$ cat config.mk
export PLATFORM = sky130hd
export DESIGN_NAME = terminal_query_escape_stripper_top_flat
export DESIGN_NICKNAME = d
export VERILOG_FILES = /design/src/hdl/tqes_pkg.sv /design/src/hdl/tqes_ifs.sv /design/src/hdl/tqes_out_fifo.sv /design/src/hdl/tqes_ctrl.sv /design/src/hdl/tqes_dp.sv /design/src/hdl/terminal_query_escape_stripper_top.sv /design/src/flat_wrapper.sv
export SDC_FILE = /design/constraint.sdc
export NUM_CORES = 1
export LEC_CHECK = 0
export ABC_AREA = 1
export BUFFER_PORTS_ARGS = -buffer_cell sky130_fd_sc_hd__buf_2
export CORE_MARGIN = 4
export CORE_UTILIZATION = 63
export DETAILED_ROUTE_END_ITERATION = 16
export PLACE_DENSITY = 0.8
export RECOVER_POWER = 100
export SYNTH_ARGS = -nofsm -noshare
export SYNTH_HDL_FRONTEND = slang
export SYNTH_HIERARCHICAL = 1
export SYNTH_SLANG_ARGS = --single-unit
export TNS_END_PERCENT = 30
$ cat constraint.sdc
create_clock -name clk -period 6.7 [get_ports clk]
set_clock_uncertainty 0.2 [all_clocks]
set_input_delay 1.005 -clock clk [delete_from_list [all_inputs] [get_ports clk]]
set_output_delay 1.005 -clock clk [all_outputs]
set_load 0.01 [all_outputs]
$ cat src/hdl/tqes_pkg.sv
// Shared types and constants for the terminal query escape stripper.
// No dependencies; compiled first.
`default_nettype none

package tqes_pkg;

  localparam logic [7:0] ESC_CODE = 8'h1B;
  localparam logic [7:0] CH_Z     = 8'h5A;  // 'Z'
  localparam logic [7:0] CH_LBRK  = 8'h5B;  // '['
  localparam logic [7:0] FINAL_LO = 8'h40;
  localparam logic [7:0] FINAL_HI = 8'h7E;
  localparam logic [7:0] CH_C     = 8'h63;  // 'c'
  localparam logic [7:0] CH_N     = 8'h6E;  // 'n'

  // One result item as it leaves the block.
  typedef struct packed {
    logic [7:0] out_byte;
    logic       byte_valid;
    logic       end_of_message;
  } out_item_t;

  // Datapath operations issued by the controller.
  typedef enum logic [2:0] {
    OP_NONE,
    OP_SCAN_IN,   // scan the byte on the input channel, store it in the ring
    OP_READ,      // fetch the next unscanned byte from the ring
    OP_SCAN_MEM,  // scan the fetched byte
    OP_FLUSH,     // end of message: emit the pending ESC and rescan behind it
    OP_FINISH     // close the message: release the held result with end mark
  } tqes_op_t;

  typedef struct packed {
    tqes_op_t op;
  } tqes_cmd_t;

  typedef struct packed {
    logic space;       // result queue can take one more item
    logic miss;        // scanned byte breaks the pending sequence
    logic rest_empty;  // no unscanned bytes left in the ring
    logic pend_nz;     // a sequence is pending
    logic last;        // last byte taken closes the message
  } tqes_status_t;

endpackage

`default_nettype wire

$ cat src/hdl/tqes_ifs.sv
// Valid/ready channel interfaces for the input bytes and the result items.
// Standalone; no package needed.
`default_nettype none

interface tqes_in_if;
  logic       valid;
  logic       ready;
  logic [7:0] in_byte;
  logic       in_last;

  modport source (output valid, in_byte, in_last, input ready);
  modport sink   (input valid, in_byte, in_last, output ready);
endinterface

interface tqes_out_if;
  logic       valid;
  logic       ready;
  logic [7:0] out_byte;
  logic       byte_valid;
  logic       end_of_message;

  modport source (output valid, out_byte, byte_valid, end_of_message, input ready);
  modport sink   (input valid, out_byte, byte_valid, end_of_message, output ready);
endinterface

`default_nettype wire

$ cat src/hdl/tqes_out_fifo.sv
// Two-entry result queue that decouples the scanner from the receiver.
// Uses tqes_pkg and tqes_out_if.
`default_nettype none

module tqes_out_fifo (
  input  wire logic                clk,
  input  wire logic                rst_n,
  input  wire logic                push,
  input  wire tqes_pkg::out_item_t push_item,
  output logic                     space,
  tqes_out_if.source               out_ch
);
  import tqes_pkg::*;

  localparam logic [1:0] CNT_ONE  = 2'd1;
  localparam logic [1:0] CNT_FULL = 2'd2;

  logic [1:0] cnt_r, cnt_nxt;
  out_item_t  item0_r, item1_r;
  logic       pop;

  assign pop   = (cnt_r != 2'd0) && out_ch.ready;
  assign space = (cnt_r != CNT_FULL);

  assign out_ch.valid          = (cnt_r != 2'd0);
  assign out_ch.out_byte       = item0_r.out_byte;
  assign out_ch.byte_valid     = item0_r.byte_valid;
  assign out_ch.end_of_message = item0_r.end_of_message;

  always_comb begin
    cnt_nxt = cnt_r + {1'b0, push} - {1'b0, pop};
  end

  always_ff @(posedge clk) begin
    if (!rst_n) begin
      cnt_r <= 2'd0;
    end else begin
      cnt_r <= cnt_nxt;
    end
  end

  always_ff @(posedge clk) begin
    if (pop) begin
      if (cnt_r == CNT_FULL) begin
        item0_r <= item1_r;
      end else if (push) begin
        item0_r <= push_item;
      end
    end else if (push) begin
      if (cnt_r == CNT_ONE) begin
        item1_r <= push_item;
      end else begin
        item0_r <= push_item;
      end
    end
  end

endmodule

`default_nettype wire

$ cat src/hdl/tqes_ctrl.sv
// Sequencer for the stripper: accepts bytes, walks rescans and closes messages.
// Uses tqes_pkg command and status types.
`default_nettype none

module tqes_ctrl (
  input  wire logic                   clk,
  input  wire logic                   rst_n,
  input  wire logic                   in_valid,
  input  wire logic                   in_last,
  input  wire tqes_pkg::tqes_status_t st,
  output tqes_pkg::tqes_cmd_t         cmd,
  output logic                        in_ready
);
  import tqes_pkg::*;

  typedef enum logic [2:0] {
    S_ACCEPT,
    S_READ,
    S_EVAL,
    S_FLUSH,
    S_FINISH
  } state_t;

  state_t state_r, state_nxt;

  always_comb begin
    state_nxt = state_r;
    cmd.op    = OP_NONE;
    in_ready  = 1'b0;
    unique case (state_r)
      S_ACCEPT: begin
        in_ready = st.space;
        if (in_valid && st.space) begin
          cmd.op = OP_SCAN_IN;
          if (st.miss || in_last) begin
            state_nxt = S_READ;
          end
        end
      end
      S_READ: begin
        if (st.rest_empty) begin
          priority if (st.last && st.pend_nz) begin
            state_nxt = S_FLUSH;
          end else if (st.last) begin
            state_nxt = S_FINISH;
          end else begin
            state_nxt = S_ACCEPT;
          end
        end else begin
          cmd.op    = OP_READ;
          state_nxt = S_EVAL;
        end
      end
      S_EVAL: begin
        if (st.space) begin
          cmd.op    = OP_SCAN_MEM;
          state_nxt = S_READ;
        end
      end
      S_FLUSH: begin
        if (st.space) begin
          cmd.op    = OP_FLUSH;
          state_nxt = S_READ;
        end
      end
      S_FINISH: begin
        if (st.space) begin
          cmd.op    = OP_FINISH;
          state_nxt = S_ACCEPT;
        end
      end
      default: begin
        state_nxt = S_ACCEPT;
      end
    endcase
  end

  always_ff @(posedge clk) begin
    if (!rst_n) begin
      state_r <= S_ACCEPT;
    end else begin
      state_r <= state_nxt;
    end
  end

endmodule

`default_nettype wire

$ cat src/hdl/tqes_dp.sv
// Datapath: byte ring with pending/unscanned windows, scanner and result hold.
// Uses tqes_pkg; driven by tqes_ctrl commands.
`default_nettype none

module tqes_dp #(
  parameter int MAX_SEQ = 16
) (
  input  wire logic                 clk,
  input  wire logic                 rst_n,
  input  wire tqes_pkg::tqes_cmd_t  cmd,
  input  wire logic [7:0]           in_byte,
  input  wire logic                 in_last,
  input  wire logic                 fifo_space,
  output tqes_pkg::tqes_status_t    st,
  output logic                      push,
  output tqes_pkg::out_item_t       push_item
);
  import tqes_pkg::*;

  // Ring holds pending bytes followed by bytes still to be scanned.
  localparam int AW    = $clog2(MAX_SEQ + 2);
  localparam int DEPTH = 1 << AW;
  localparam int CW    = $clog2(MAX_SEQ + 1);

  typedef enum logic [1:0] {
    ACT_EMIT,
    ACT_PEND,
    ACT_DROP,
    ACT_MISS
  } act_t;

  logic [7:0]    ring [DEPTH];
  logic [7:0]    rd_data_r;
  logic [AW-1:0] s_r, s_nxt;      // start of pending sequence
  logic [CW-1:0] pc_r, pc_nxt;    // pending count
  logic [AW-1:0] e_r, e_nxt;      // end of stored bytes
  logic          last_r;
  logic [7:0]    hold_byte_r;
  logic          hold_vld_r;

  logic [AW-1:0] scan_addr;
  logic [7:0]    cur;
  logic          is_final;
  logic          scanning;
  logic          step_last;
  logic          emit;
  logic [7:0]    emit_byte;
  act_t          act;

  assign scan_addr = s_r + AW'(pc_r);
  assign scanning  = (cmd.op == OP_SCAN_IN) || (cmd.op == OP_SCAN_MEM);
  assign cur       = (cmd.op == OP_SCAN_IN) ? in_byte : rd_data_r;
  assign is_final  = (cur >= FINAL_LO) && (cur <= FINAL_HI);
  assign step_last = (cmd.op == OP_SCAN_IN) ? in_last : last_r;

  always_comb begin
    priority if (pc_r == CW'(0)) begin
      act = (cur == ESC_CODE) ? ACT_PEND : ACT_EMIT;
    end else if (pc_r == CW'(1)) begin
      if (cur == CH_Z) begin
        act = ACT_DROP;
      end else if (cur == CH_LBRK) begin
        act = ACT_PEND;
      end else begin
        act = ACT_MISS;
      end
    end else if (is_final) begin
      act = ((cur == CH_C) || (cur == CH_N)) ? ACT_DROP : ACT_MISS;
    end else if (pc_r >= CW'(MAX_SEQ)) begin
      act = ACT_MISS;  // overlong parameter run
    end else begin
      act = ACT_PEND;
    end
  end

  always_comb begin
    s_nxt     = s_r;
    pc_nxt    = pc_r;
    e_nxt     = (cmd.op == OP_SCAN_IN) ? scan_addr + AW'(1) : e_r;
    emit      = 1'b0;
    emit_byte = ESC_CODE;
    if (scanning) begin
      unique case (act)
        ACT_EMIT: begin
          s_nxt     = s_r + AW'(1);
          emit      = 1'b1;
          emit_byte = cur;
        end
        ACT_PEND: begin
          pc_nxt = pc_r + CW'(1);
        end
        ACT_DROP: begin
          s_nxt  = scan_addr + AW'(1);
          pc_nxt = '0;
        end
        ACT_MISS: begin
          // emit the ESC, rescan everything behind it
          s_nxt  = s_r + AW'(1);
          pc_nxt = '0;
          emit   = 1'b1;
        end
        default: begin
          s_nxt = s_r;
        end
      endcase
    end else if (cmd.op == OP_FLUSH) begin
      s_nxt  = s_r + AW'(1);
      pc_nxt = '0;
      emit   = 1'b1;
    end
  end

  // Within a closing item, keep the newest result back so it can carry the end mark.
  always_comb begin
    push      = 1'b0;
    push_item = '{out_byte: hold_byte_r, byte_valid: 1'b1, end_of_message: 1'b0};
    if (cmd.op == OP_FINISH) begin
      push      = 1'b1;
      push_item = '{out_byte:       hold_vld_r ? hold_byte_r : 8'h00,
                    byte_valid:     hold_vld_r,
                    end_of_message: 1'b1};
    end else if (emit) begin
      if (step_last) begin
        push = hold_vld_r;
      end else begin
        push      = 1'b1;
        push_item = '{out_byte: emit_byte, byte_valid: 1'b1, end_of_message: 1'b0};
      end
    end
  end

  always_comb begin
    st.space      = fifo_space;
    st.miss       = (act == ACT_MISS);
    st.rest_empty = (scan_addr == e_r);
    st.pend_nz    = (pc_r != CW'(0));
    st.last       = last_r;
  end

  always_ff @(posedge clk) begin
    if (cmd.op == OP_SCAN_IN) begin
      ring[scan_addr] <= in_byte;
    end
    if (cmd.op == OP_READ) begin
      rd_data_r <= ring[scan_addr];
    end
  end

  always_ff @(posedge clk) begin
    if (!rst_n) begin
      s_r        <= '0;
      pc_r       <= '0;
      e_r        <= '0;
      last_r     <= 1'b0;
      hold_vld_r <= 1'b0;
    end else begin
      s_r  <= s_nxt;
      pc_r <= pc_nxt;
      e_r  <= e_nxt;
      if (cmd.op == OP_SCAN_IN) begin
        last_r <= in_last;
      end
      if (cmd.op == OP_FINISH) begin
        hold_vld_r <= 1'b0;
      end else if (emit && step_last) begin
        hold_vld_r <= 1'b1;
      end
    end
  end

  always_ff @(posedge clk) begin
    if (emit && step_last && (cmd.op != OP_FINISH)) begin
      hold_byte_r <= emit_byte;
    end
  end

endmodule

`default_nettype wire

$ cat src/hdl/terminal_query_escape_stripper_top.sv
// Terminal query escape stripper: drops ESC Z and CSI ... 'c' / 'n' from a
// byte stream and passes every other byte through in order.
//
// Channels: in_ch carries in_byte and in_last (final byte of a message);
// out_ch carries out_byte, byte_valid and end_of_message. A transfer takes
// place when valid and ready are both high at a rising clock edge.
// A passed byte is registered in the result queue before it reaches out_ch.
// A byte that needs no rescan is scanned as it is taken. A byte that breaks a
// pending sequence emits the ESC, then every byte behind it is rescanned
// (ring read, then evaluate), and a final empty-ring check ends the rescan.
// A message-closing byte also takes that check plus a close step; each pending
// ESC flushed at the end adds a flush step, then the rescan and check again.
// A message with no output closes with one item: byte_valid 0, out_byte 0.
// Results pass through a two-entry queue, so bytes are still taken while
// one result waits; when the receiver stalls and the queue fills, in_ready
// drops and the scanner holds its place.
// Reset (rst_n low, synchronous) empties the pending sequence and the queue;
// the byte ring needs no clearing.
// MAX_SEQ sets the longest pending sequence; the ring holds
// 2**clog2(MAX_SEQ+2) bytes.
`default_nettype none

module terminal_query_escape_stripper_top #(
  parameter int MAX_SEQ = 16
) (
  input  wire logic  clk,
  input  wire logic  rst_n,
  tqes_in_if.sink    in_ch,
  tqes_out_if.source out_ch
);
  import tqes_pkg::*;

  tqes_cmd_t    cmd;
  tqes_status_t st;
  logic         fifo_space;
  logic         push;
  out_item_t    push_item;

  tqes_ctrl u_ctrl (
    .clk      (clk),
    .rst_n    (rst_n),
    .in_valid (in_ch.valid),
    .in_last  (in_ch.in_last),
    .st       (st),
    .cmd      (cmd),
    .in_ready (in_ch.ready)
  );

  tqes_dp #(
    .MAX_SEQ (MAX_SEQ)
  ) u_dp (
    .clk        (clk),
    .rst_n      (rst_n),
    .cmd        (cmd),
    .in_byte    (in_ch.in_byte),
    .in_last    (in_ch.in_last),
    .fifo_space (fifo_space),
    .st         (st),
    .push       (push),
    .push_item  (push_item)
  );

  tqes_out_fifo u_fifo (
    .clk       (clk),
    .rst_n     (rst_n),
    .push      (push),
    .push_item (push_item),
    .space     (fifo_space),
    .out_ch    (out_ch)
  );

  // A closing byte always sends the sequencer through its close-out steps.
  a_last_blocks: assert property (@(posedge clk) disable iff (!rst_n)
    in_ch.valid && in_ch.ready && in_ch.in_last |=> !in_ch.ready)
    else $error("input taken right after a message-closing byte");

  // A result without data is only ever the end marker.
  a_bare_is_end: assert property (@(posedge clk) disable iff (!rst_n)
    out_ch.valid && !out_ch.byte_valid |-> out_ch.end_of_message &&
    (out_ch.out_byte == 8'h00))
    else $error("bare result without end mark or with nonzero byte");

  // After plain text is taken with nothing pending, the output is valid the next cycle.
  a_plain_passes: assert property (@(posedge clk) disable iff (!rst_n)
    in_ch.valid && in_ch.ready && !in_ch.in_last && !st.pend_nz &&
    (in_ch.in_byte != ESC_CODE) |=> out_ch.valid)
    else $error("plain byte did not reach the output");

endmodule

`default_nettype wire
$ cat src/flat_wrapper.sv
// flat-port wrapper written by rule: the top's interface ports become plain ports
module terminal_query_escape_stripper_top_flat import tqes_pkg::*;
#(
  parameter int MAX_SEQ = 16
)
  (clk, rst_n, in_ch_valid, in_ch_in_byte, in_ch_in_last, in_ch_ready, out_ch_valid, out_ch_out_byte, out_ch_byte_valid, out_ch_end_of_message, out_ch_ready);
  tqes_in_if in_ch_i ();
  tqes_out_if out_ch_i ();
  input  wire logic clk;
  input  wire logic rst_n;
  input wire logic [$bits(in_ch_i.valid)-1:0] in_ch_valid;
  input wire logic [$bits(in_ch_i.in_byte)-1:0] in_ch_in_byte;
  input wire logic [$bits(in_ch_i.in_last)-1:0] in_ch_in_last;
  output wire logic [$bits(in_ch_i.ready)-1:0] in_ch_ready;
  output wire logic [$bits(out_ch_i.valid)-1:0] out_ch_valid;
  output wire logic [$bits(out_ch_i.out_byte)-1:0] out_ch_out_byte;
  output wire logic [$bits(out_ch_i.byte_valid)-1:0] out_ch_byte_valid;
  output wire logic [$bits(out_ch_i.end_of_message)-1:0] out_ch_end_of_message;
  input wire logic [$bits(out_ch_i.ready)-1:0] out_ch_ready;
  assign in_ch_i.valid = in_ch_valid;
  assign in_ch_i.in_byte = in_ch_in_byte;
  assign in_ch_i.in_last = in_ch_in_last;
  assign in_ch_ready = in_ch_i.ready;
  assign out_ch_valid = out_ch_i.valid;
  assign out_ch_out_byte = out_ch_i.out_byte;
  assign out_ch_byte_valid = out_ch_i.byte_valid;
  assign out_ch_end_of_message = out_ch_i.end_of_message;
  assign out_ch_i.ready = out_ch_ready;
  terminal_query_escape_stripper_top #(.MAX_SEQ(MAX_SEQ)) u_core (.clk(clk), .rst_n(rst_n), .in_ch(in_ch_i), .out_ch(out_ch_i));
endmodule
==> flow_summary.yaml, run 1 <==
power_and_ir_drop:
  power.net_switching_mw: 2.78
  p_sw_frac: 0.397
  power.internal_mw: 4.22
  p_per_area_mw_per_mm2: 467
  p_seq_frac: 0.360
  p_leak_nw: 5.54
  p_comb_frac: 0.398
  clkPwrFrac: 0.242
  ir_worst_vdd_mv: 0.312
detailed_routing:
  wl_per_cell_um: 18.9
  drt_pre_antenna_iters: 5
  viasPerCell: 5.94
  route.detailed.drc: 0
  drt_iter0_markers: 1041
  wl_um: 30600
  antenna_left: 0
  num_vias: 9586
worst_setup_path:
  path_max_fanout: 19
  crit_cells: 29
  ff2ff_setup_slack_ns: 0.58
  ff2ff_path_depth: 29
  endpoint_kind: "flip-flop"
  cp_common_cell: "nor2_1"
  cpLargestDelayFamily: "simple AND/OR/NAND/NOR gates"
  crit_buf_inv: 6
  worstSetupPathType: "flip-flop to flip-flop"
  crit_arrival_ns: 6.14
  slowest_stage: "o21ai_0"
  required_ns: 6.72
  max_stage_delay_ns: 0.41
  startpoint_type: "flip-flop"
logic_synthesis:
  synth-edff-count: 292
  ys_seq_area_frac: 0.669
  synth_ff_type: "edfxtp_1"
  ys_async_sr_fraction: 0
  syn_area_mm2: 0.0138
  ys_ff_latch: 314
  synth_top_cells_by_area: "edfxtp_1 (64%), nand2_1 (8.9%), nor2_1 (5.5%)"
  syn_inst: 1313
  syn_nets: 1344
  syn_avg_cell_area_um2: 10.5
  synth_top_area_frac: 0.637
  yosysTopAreaCell: "edfxtp_1"
  synth_cell_types: 35
  yosys_warnings: 6
finish:
  seq_area_mm2: 0.00921
  layout_common_cells: "nand2_1 (326), edfxtp_1 (292), nor2_1 (202), o21ai_0 (150), inv_1 (68)"
  multi_input_area_mm2: 0.00400
  antennaDiodeCount: 0
  nets: 1349
  nFillCells: 1497
  final_common_cell: "nand2_1"
  drive_gt1_frac: 0.0635
  area_growth_pct: 8.92
floorplanning:
  core_area_mm2: 0.0213
  io_pins: 25
  fp-row-count: 53
  start_util: 0.647
  die_y_um: 156
  dieArea_mm2: 0.0243
  die_w_um: 156
clock_network:
  cts_made_buffers: 31
  cts_hold_buffers: 0
  post-cts-setup-buffers: 0
  cts_num_sinks: 314
  cts_buffer_depth: 3
  cts_root_buf: "clkbuf_16"
  cts_tree: "yes"
  cts_resized: 0
  htreeDepth: 1
  clk_pin_slew_ns: 0.06
  worstSkewPairLatency_ns: 0.57
global_route:
  grt_pass1_vias: 9024
  grt_start_max_net_pins: 76
  antenna_found_initial: 0
  grt_overflow: 0
  grt_first_pass_wirelength_um: 47600
  grtUsageTotal: 0.250
timing:
  hold_viol: 0
  period_share: 0.913
  max_slew_margin: -0.909
  fin_tns_setup_ns: 0
  worst_slew_pin_slew_ns: 2.86
  fin_ws_ns: 0.581
  slew_viol_final: 346
  setup_viol: 0
  min_period_ns: 6.12
  fmax_ghz: 0.163
  rsz0062_at_grt: "false"
outcome:
  violations: "max-capacitance violations, max-slew violations"
  outcome: "finished with violations"
worst_hold_path:
  min_path_cells: 2
  hp-class: "flip-flop to flip-flop"
placement:
  pre_cts_ws_ns: 0.481
  io_buffer_count: 24
  routabilityCongestion: 0.924
  dp_hpwl_um: 17800
run:
  maxCapViolations: 9
[synth_stat cells, types with 17 or more instances]
cell	count
nand2_1	326
edfxtp_1	292
nor2_1	203
o21ai_0	144
inv_1	70
o22ai_1	56
nand3_1	35
clkbuf_1	29
buf_2	26
dfxtp_1	22
a21oi_1	19
ha_1	17
[metrics by stage]
step	utilization	total power, mW	std cells	instance area (um^2)	hold WS [ns]
global route	0.704	7.43	1613	15000	0.310
floorplan	-	4.54	1313	13800	0.243
finish	0.704	7.01	1613	15000	0.286
CTS	0.707	6.99	1613	15000	0.282
global placement	0.660	5.19	1560	14000	0.279
detailed placement	0.660	5.28	1560	14000	0.273
[power groups by stage]
stage	Combinational (mW)	Sequential (mW)	Clock, mW
2_1_floorplan	1.98	2.56	0
3_3_place_gp	2.64	2.56	0
3_5_place_dp	2.72	2.56	0
4_1_cts	2.75	2.52	1.72
5_1_grt	3.08	2.54	1.80
6_report	2.79	2.52	1.70
[cell families (layout without fill, tap and decap cells)]
| group | after synthesis | in the layout | synth area share |
|---|---|---|---|
| xor gates and xnor gates | 6 | 6 | 0.00382 |
| adders and majority gates | 18 | 18 | 0.0169 |
| and+or+nand+nor | 593 | 593 | 0.172 |
| buffers and inverters | 138 | 163 | 0.0422 |
| DFF | 314 | 314 | 0.669 |
| AOI/OAI and AO/OA | 244 | 244 | 0.0964 |
[final cells by class]
| type | instances | share of cell area |
|---|---|---|
| clock buffers | 38 | 0.0535 |
| clock inverters | 15 | 0.0128 |
| inverters | 76 | 0.0191 |
| multi-input cells | 861 | 0.267 |
| flip-flops and latches | 314 | 0.614 |
| well taps | 275 | 0.0229 |
| repair buffers | 34 | 0.0106 |
[flip-flops by register name (all words and copies together) (netlist names), 3 cells and up]
signal and count:
u_core/u_dp/hold_byte_r 8, u_core/u_fifo/item1_r 10, u_core/u_dp/pc_r 5, u_core/u_dp/ring 256, u_core/u_dp/e_r 5, u_core/u_dp/rd_data_r 8, u_core/u_dp/s_r 5, u_core/u_fifo/out_ch.out_byte 8
u_core/u_ctrl/state_r 3
[final timing paths]
| check | start | endpoint |
|---|---|---|
| max | u_core/u_dp/s_r[0]$_SDFFE_PN0P_ | u_core/u_fifo/out_ch.out_byte[3]$_DFFE_PP_ |
| min | u_core/u_dp/e_r[1]$_SDFFE_PN0P_ | u_core/u_dp/e_r[1]$_SDFFE_PN0P_ |
| min reg2reg | u_core/u_dp/e_r[1]$_SDFFE_PN0P_ | u_core/u_dp/e_r[1]$_SDFFE_PN0P_ |
| max reg2reg | u_core/u_dp/s_r[0]$_SDFFE_PN0P_ | u_core/u_fifo/out_ch.out_byte[3]$_DFFE_PP_ |
[layer usage]
metal  GRT usage  routed length (um)
met1       0.341               12200
met3      0.0380                2560
met4      0.0792                 718
met5           0                   0
met2       0.419               15100
[worst min-delay path, delay by kind of cell, from the launching register on]
family,cells,cell delay (ns)
AO/OA/AOI/OAI,1,0.06
buffers and inverters,1,0.07
flip-flops,1,0.31
Note: power is estimated with default switching activity, not from simulation.
==> run 2: changes to the inputs <==
Settings changed: RECOVER_POWER 100 to 50.
==> run 2 against run 1 <==
The run still ends with max-capacitance violations, max-slew violations left. Fmax shrank 0.84%. Clock power is essentially flat. Final cell count is the same. First-iteration DRC count shrank 3.4%. Cell area is essentially flat. Count of clock-buffer cells in the layout is the same. Power grew 0.28%. Register-to-register slack lost 0.05 ns. Non-clock buffer count is the same. Worst setup slack lost 0.052 ns. Sequential share of layout area shrank 0.051 points. Largest power group unchanged.
==> flow_summary.yaml, run 2 (synthesized netlist as in run 1, its figures left out) <==
timing:
  setup_viol: 0
  fin_tns_setup_ns: 0
  fmax_ghz: 0.162
  worst_slew_pin_slew_ns: 2.84
  period_share: 0.921
  fin_ws_ns: 0.529
  rsz0062_at_grt: "false"
  min_period_ns: 6.17
  slew_viol_final: 346
  max_slew_margin: -0.892
  hold_viol: 0
detailed_routing:
  wl_um: 30600
  drt_pre_antenna_iters: 6
  route.detailed.drc: 0
  num_vias: 9645
  wl_per_cell_um: 19.0
  drt_iter0_markers: 1006
  viasPerCell: 5.98
  antenna_left: 0
clock_network:
  clk_pin_slew_ns: 0.06
  cts_buffer_depth: 3
  htreeDepth: 1
  cts_hold_buffers: 0
  cts_made_buffers: 31
  cts_root_buf: "clkbuf_16"
  cts_tree: "yes"
  cts_num_sinks: 314
  worstSkewPairLatency_ns: 0.57
finish:
  antennaDiodeCount: 0
  regMostFlops: "u_core/u_dp/ring"
  final_common_cell: "nand2_1"
  stdcell_area_mm2: 0.0150
  nFillCells: 1496
  layout_common_cells: "nand2_1 (326), edfxtp_1 (292), nor2_1 (202), o21ai_0 (145), inv_1 (68)"
  area_growth_pct: 9.01
  nets: 1349
  drive_gt1_frac: 0.0658
  multi_input_area_mm2: 0.00402
  reg_top3: "u_core/u_dp/ring (256), u_core/u_fifo/item1_r (10)"
  seq_area_mm2: 0.00921
  utilization: 0.705
  largest_reg_flops: 256
power_and_ir_drop:
  p_leak_nw: 5.54
  total_power_mw: 7.03
  p_per_area_mw_per_mm2: 468
  ir_worst_vdd_mv: 0.315
outcome:
  outcome: "finished with violations"
  violations: "max-capacitance violations, max-slew violations"
global_route:
  antenna_found_initial: 0
  grt_overflow: 0
  grt_start_max_net_pins: 76
  grtUsageTotal: 0.250
  grt_first_pass_wirelength_um: 47600
  grt_pass1_vias: 9024
worst_setup_path:
  max_stage_delay_ns: 0.40
  cp_common_cell: "nor2_1"
  endpoint_kind: "flip-flop"
  crit_arrival_ns: 6.19
  path_max_fanout: 19
  worstSetupPathType: "flip-flop to flip-flop"
  startpoint_type: "flip-flop"
  required_ns: 6.72
  slowest_stage: "o21ai_0"
floorplanning:
  die_y_um: 156
  start_util: 0.647
  core_area_mm2: 0.0213
  io_pins: 25
  die_w_um: 156
  fp-row-count: 53
  dieArea_mm2: 0.0243
placement:
  pre_cts_ws_ns: 0.481
  io_buffer_count: 24
  routabilityCongestion: 0.924
  dp_hpwl_um: 17800
  postPlaceCellArea_mm2: 0.0140
run:
  maxCapViolations: 9
worst_hold_path:
  hp-class: "flip-flop to flip-flop"
[run 2: cell counts in the layout (fill, tap and decap cells not counted)]
No cell type changed its count.
[run 2: worst max-delay path, delay by kind of cell, from the launching register on]
kind | cells | cell delay, ns
buf+inv | 6 | 0.94
fa+ha+maj | 3 | 0.85
flops | 1 | 0.38
simple gates | 16 | 2.50
compound gates | 4 | 0.91
[run 2: report_power, final]
part	internal (mW)	switching (mW)
clock	1.00	0.694
combinational	0.782	2.03
sequential	2.45	0.0783
[run 2: area by class of cell]
cell class                      instances  area share
Sequential cell                       314       0.614
Multi-Input combinational cell        861       0.268
Clock buffer                           38      0.0534
Tap cell                              275      0.0229
Inverter                               76      0.0191
Clock inverter                         15      0.0128
Timing Repair Buffer                   34      0.0106
[run 2: what timing repair did]
action                     4_1_cts  5_1_grt
setup endpoints to repair        0       10
setup buffers                    0        0
gates resized for setup          0        2
[run 2: layer usage]
metal  global-route usage  routed length (um)  vias up
met5                    0                   0        -
met4               0.0792                 855        0
met3               0.0380                2620       92
met2                0.419               15000      481
met1                0.341               12200     4554
li1                     -                   -     4518
[run 2: path summary, 6_finish.rpt]
kind,endpoint,slack [ns],start,depth (start not counted)
worst max-delay path,u_core/u_fifo/out_ch.out_byte[3]$_DFFE_PP_,0.53,u_core/u_dp/s_r[0]$_SDFFE_PN0P_,29
worst min register to register,u_core/u_dp/e_r[1]$_SDFFE_PN0P_,0.28,u_core/u_dp/e_r[1]$_SDFFE_PN0P_,2
worst max register to register,u_core/u_fifo/out_ch.out_byte[3]$_DFFE_PP_,0.53,u_core/u_dp/s_r[0]$_SDFFE_PN0P_,29
worst min-delay path,u_core/u_dp/e_r[1]$_SDFFE_PN0P_,0.28,u_core/u_dp/e_r[1]$_SDFFE_PN0P_,2
[run 2: through the flow]
step	hold WS, ns	std cells
final	0.284	1613
after global routing	0.310	1613
after CTS	0.282	1613
after detailed placement	0.273	1560
after global placement	0.279	1560
after floorplan	0.243	1313
==> run 3: changes to the inputs <==
Settings changed: CORE_MARGIN 4 to 1.5, CORE_UTILIZATION 63 to 60, PLACE_DENSITY 0.8 to 0.77, SYNTH_HIERARCHICAL 1 to not set.
==> run 3 against run 2 <==
The run still ends with max-capacitance violations, max-slew violations left. Combinational power down 12%. Worst hold slack worse by 0.0026 ns. Global-route usage up 0.67 points. Critical endpoint is now u_core.u_dp.rd_data_r[0]$_DFFE_PN_.
==> flow_summary.yaml, run 3 <==
logic_synthesis:
  synth-edff-count: 292
  synth_top_area_frac: 0.634
  yosys_warnings: 0
  synth_cell_types: 41
  synth_ff_type: "edfxtp_1"
  syn_avg_cell_area_um2: 10.7
  syn_area_mm2: 0.0138
  synth_top_cells_by_area: "edfxtp_1 (63%), nand2_1 (6.5%), nor2_1 (5.7%)"
  synth.most_common_cell: "edfxtp_1"
  ys_seq_area_frac: 0.666
  syn_nets: 1322
  ys_async_sr_fraction: 0
  ys_ff_latch: 314
  synth_common_cells: "edfxtp_1 (292), nand2_1 (241), nor2_1 (210)"
  syn_inst: 1289
  yosysTopAreaCell: "edfxtp_1"
global_route:
  grt_pass1_vias: 8959
  grt_start_max_net_pins: 81
  grt_first_pass_wirelength_um: 47000
  antenna_found_initial: 0
  grtUsageTotal: 0.256
  grt_overflow: 0
worst_setup_path:
  required_ns: 6.75
  ff2ff_path_depth: 11
  r2r_start: "u_core.u_dp.s_r[0]$_SDFFE_PN0P_"
  crit_arrival_ns: 5.13
  ff2ff_setup_slack_ns: 1.62
  worstSetupPathType: "flip-flop to flip-flop"
  cp_common_cell: "nand2_1"
  slowest_stage: "ha_1"
  startpoint_type: "flip-flop"
  timing.rr.end: "u_core.u_dp.rd_data_r[0]$_DFFE_PN_"
  critical_path.cell_chain: "ha_1 > clkinvlp_2 > buf_4 > buf_4 > o21ai_0 > o22ai_1 > nand2_1 > nand2_1 > nand2_1 > a21oi_1 > or2_1"
  endpoint_kind: "flip-flop"
  path_max_fanout: 80
  max_stage_delay_ns: 1.82
clock_network:
  cts_made_buffers: 34
  post-cts-setup-buffers: 0
  cts_resized: 0
  htreeDepth: 2
  cts_hold_buffers: 0
  cts_num_sinks: 314
  clk_pin_slew_ns: 0.06
  cts_root_buf: "clkbuf_16"
  cts_buffer_depth: 3
  worstSkewPairLatency_ns: 0.52
  cts_tree: "yes"
timing:
  hold_viol: 0
  worst_slew_pin_slew_ns: 2.22
  fin_tns_setup_ns: 0
  setup_viol: 0
  max_slew_margin: -0.483
  rsz0062_at_grt: "false"
  min_period_ns: 5.08
  fmax_ghz: 0.197
  slew_viol_final: 107
  period_share: 0.758
finish:
  area_growth_pct: 9.30
  antennaDiodeCount: 0
  regMostFlops: "u_core.u_dp.ring"
  largest_reg_flops: 256
  seq_area_mm2: 0.00921
  nets: 1332
  drive_gt1_frac: 0.0756
  utilization: 0.667
  multi_input_area_mm2: 0.00397
  reg_top3: "u_core.u_dp.ring (256), u_core.u_fifo.item1_r (10)"
  layout_common_cells: "edfxtp_1 (292), nand2_1 (244), nor2_1 (211), o21ai_0 (150), inv_1 (78)"
  nFillCells: 1640
  final_common_cell: "edfxtp_1"
  instances_no_fill: 1608
floorplanning:
  io_pins: 25
  core_area_mm2: 0.0226
  die_w_um: 155
  fp-row-count: 55
  dieArea_mm2: 0.0240
  die_y_um: 155
  start_util: 0.611
power_and_ir_drop:
  total_power_mw: 6.76
  p_leak_nw: 5.51
  p_per_area_mw_per_mm2: 447
  ir_worst_vdd_mv: 0.283
placement:
  io_buffer_count: 24
  routabilityCongestion: 0.825
  dp_hpwl_um: 17900
  dp.cells: 1548
detailed_routing:
  dr_wl_met3_um: 2090
  drt-met1-wl_um: 12600
  wl_um: 29700
  antenna_left: 0
  route.detailed.drc: 0
  drt_pre_antenna_iters: 5
  wl_per_cell_um: 18.5
  viasPerCell: 5.83
  num_vias: 9369
  wl_met2_um: 14000
  drt_iter0_markers: 1003
  dr.max_layer_used: "met4"
worst_hold_path:
  min_path_cells: 2
  hp-start: "u_core.u_ctrl.state_r[0]$_SDFFE_PN0P_"
  hp-class: "flip-flop to flip-flop"
  whs_endpoint: "u_core.u_ctrl.state_r[0]$_SDFFE_PN0P_"
outcome:
  violations: "max-capacitance violations, max-slew violations"
  outcome: "finished with violations"
run:
  maxCapViolations: 3
==> run 3: changes by cell type after synthesis, sizes merged, moves of 4 or more <==
cell    before  now
nand3       38   46
inv         76   88
o211ai       7    3
nor2       207  218
nand2      335  258
a21oi       19   32
or2          1    7
==> run 3: logic make-up (layout without fill, tap and decap cells) <==
family / after synthesis / count (layout) / share of synthesized area
xor+xnor: 10 / 10 / 0.00634
buf+inv: 148 / 182 / 0.0439
compound gates: 252 / 252 / 0.0978
simple gates: 545 / 545 / 0.167
flops: 314 / 314 / 0.666
fa+ha+maj: 20 / 20 / 0.0186
==> run 3: routing by layer <==
metal  global-route usage  vias up
met5                    0        -
met4                0.105        0
met3               0.0370       74
met2                0.418      394
met1                0.350     4431
li1                     -     4470
==> run 3: final cells by class <==
class / instances / area share
clock buffer: 38 / 0.0573
tap: 285 / 0.0236
sequential: 314 / 0.609
timing repair buffer: 33 / 0.0108
inverter: 89 / 0.0222
clock inverter: 22 / 0.0138
multi-input combinational: 827 / 0.263
==> run 3: per-stage QoR <==
stage          instance area, um^2  worst slack [ns]  hold WS [ns]
5_1_grt                      15100              1.35         0.319
3_3_place_gp                 14100              2.50         0.281
3_5_place_dp                 14100              2.39         0.283
4_1_cts                      15200              2.69         0.293
2_1_floorplan                13800              2.87         0.270
6_report                     15100              1.62         0.281
==> run 3: report_power, final <==
part,total [mW],switching [mW],internal [mW]
clock network,1.81,0.753,1.05
registers,2.47,0.0698,2.40
logic,2.48,1.76,0.717
==> run 3: critical path: cells and delay by family, from the launching register on <==
family / cells / cell delay, ns
adders and majority gates: 1 / 1.82
and+or+nand+nor: 4 / 0.54
DFF: 1 / 0.37
AOI/OAI and AO/OA: 3 / 0.57
buffers and inverters: 3 / 1.21
==> run 3: how the worst max path moves through the flow <==
stage / startpoint / cells past startpoint / to
floorplan: in_ch_valid / 22 / u_core.u_fifo.cnt_r[1]$_SDFF_PN0_
global placement: in_ch_in_byte[2] / 15 / u_core.u_fifo.item1_r[3]$_DFFE_PP_
detailed placement: in_ch_in_byte[2] / 17 / u_core.u_fifo.out_ch.out_byte[2]$_DFFE_PP_
CTS: u_core.u_dp.s_r[0]$_SDFFE_PN0P_ / 11 / u_core.u_dp.ring[1][6]$_DFFE_PP_
global route: u_core.u_dp.s_r[0]$_SDFFE_PN0P_ / 11 / u_core.u_dp.rd_data_r[0]$_DFFE_PN_
finish: u_core.u_dp.s_r[0]$_SDFFE_PN0P_ / 11 / u_core.u_dp.rd_data_r[0]$_DFFE_PN_
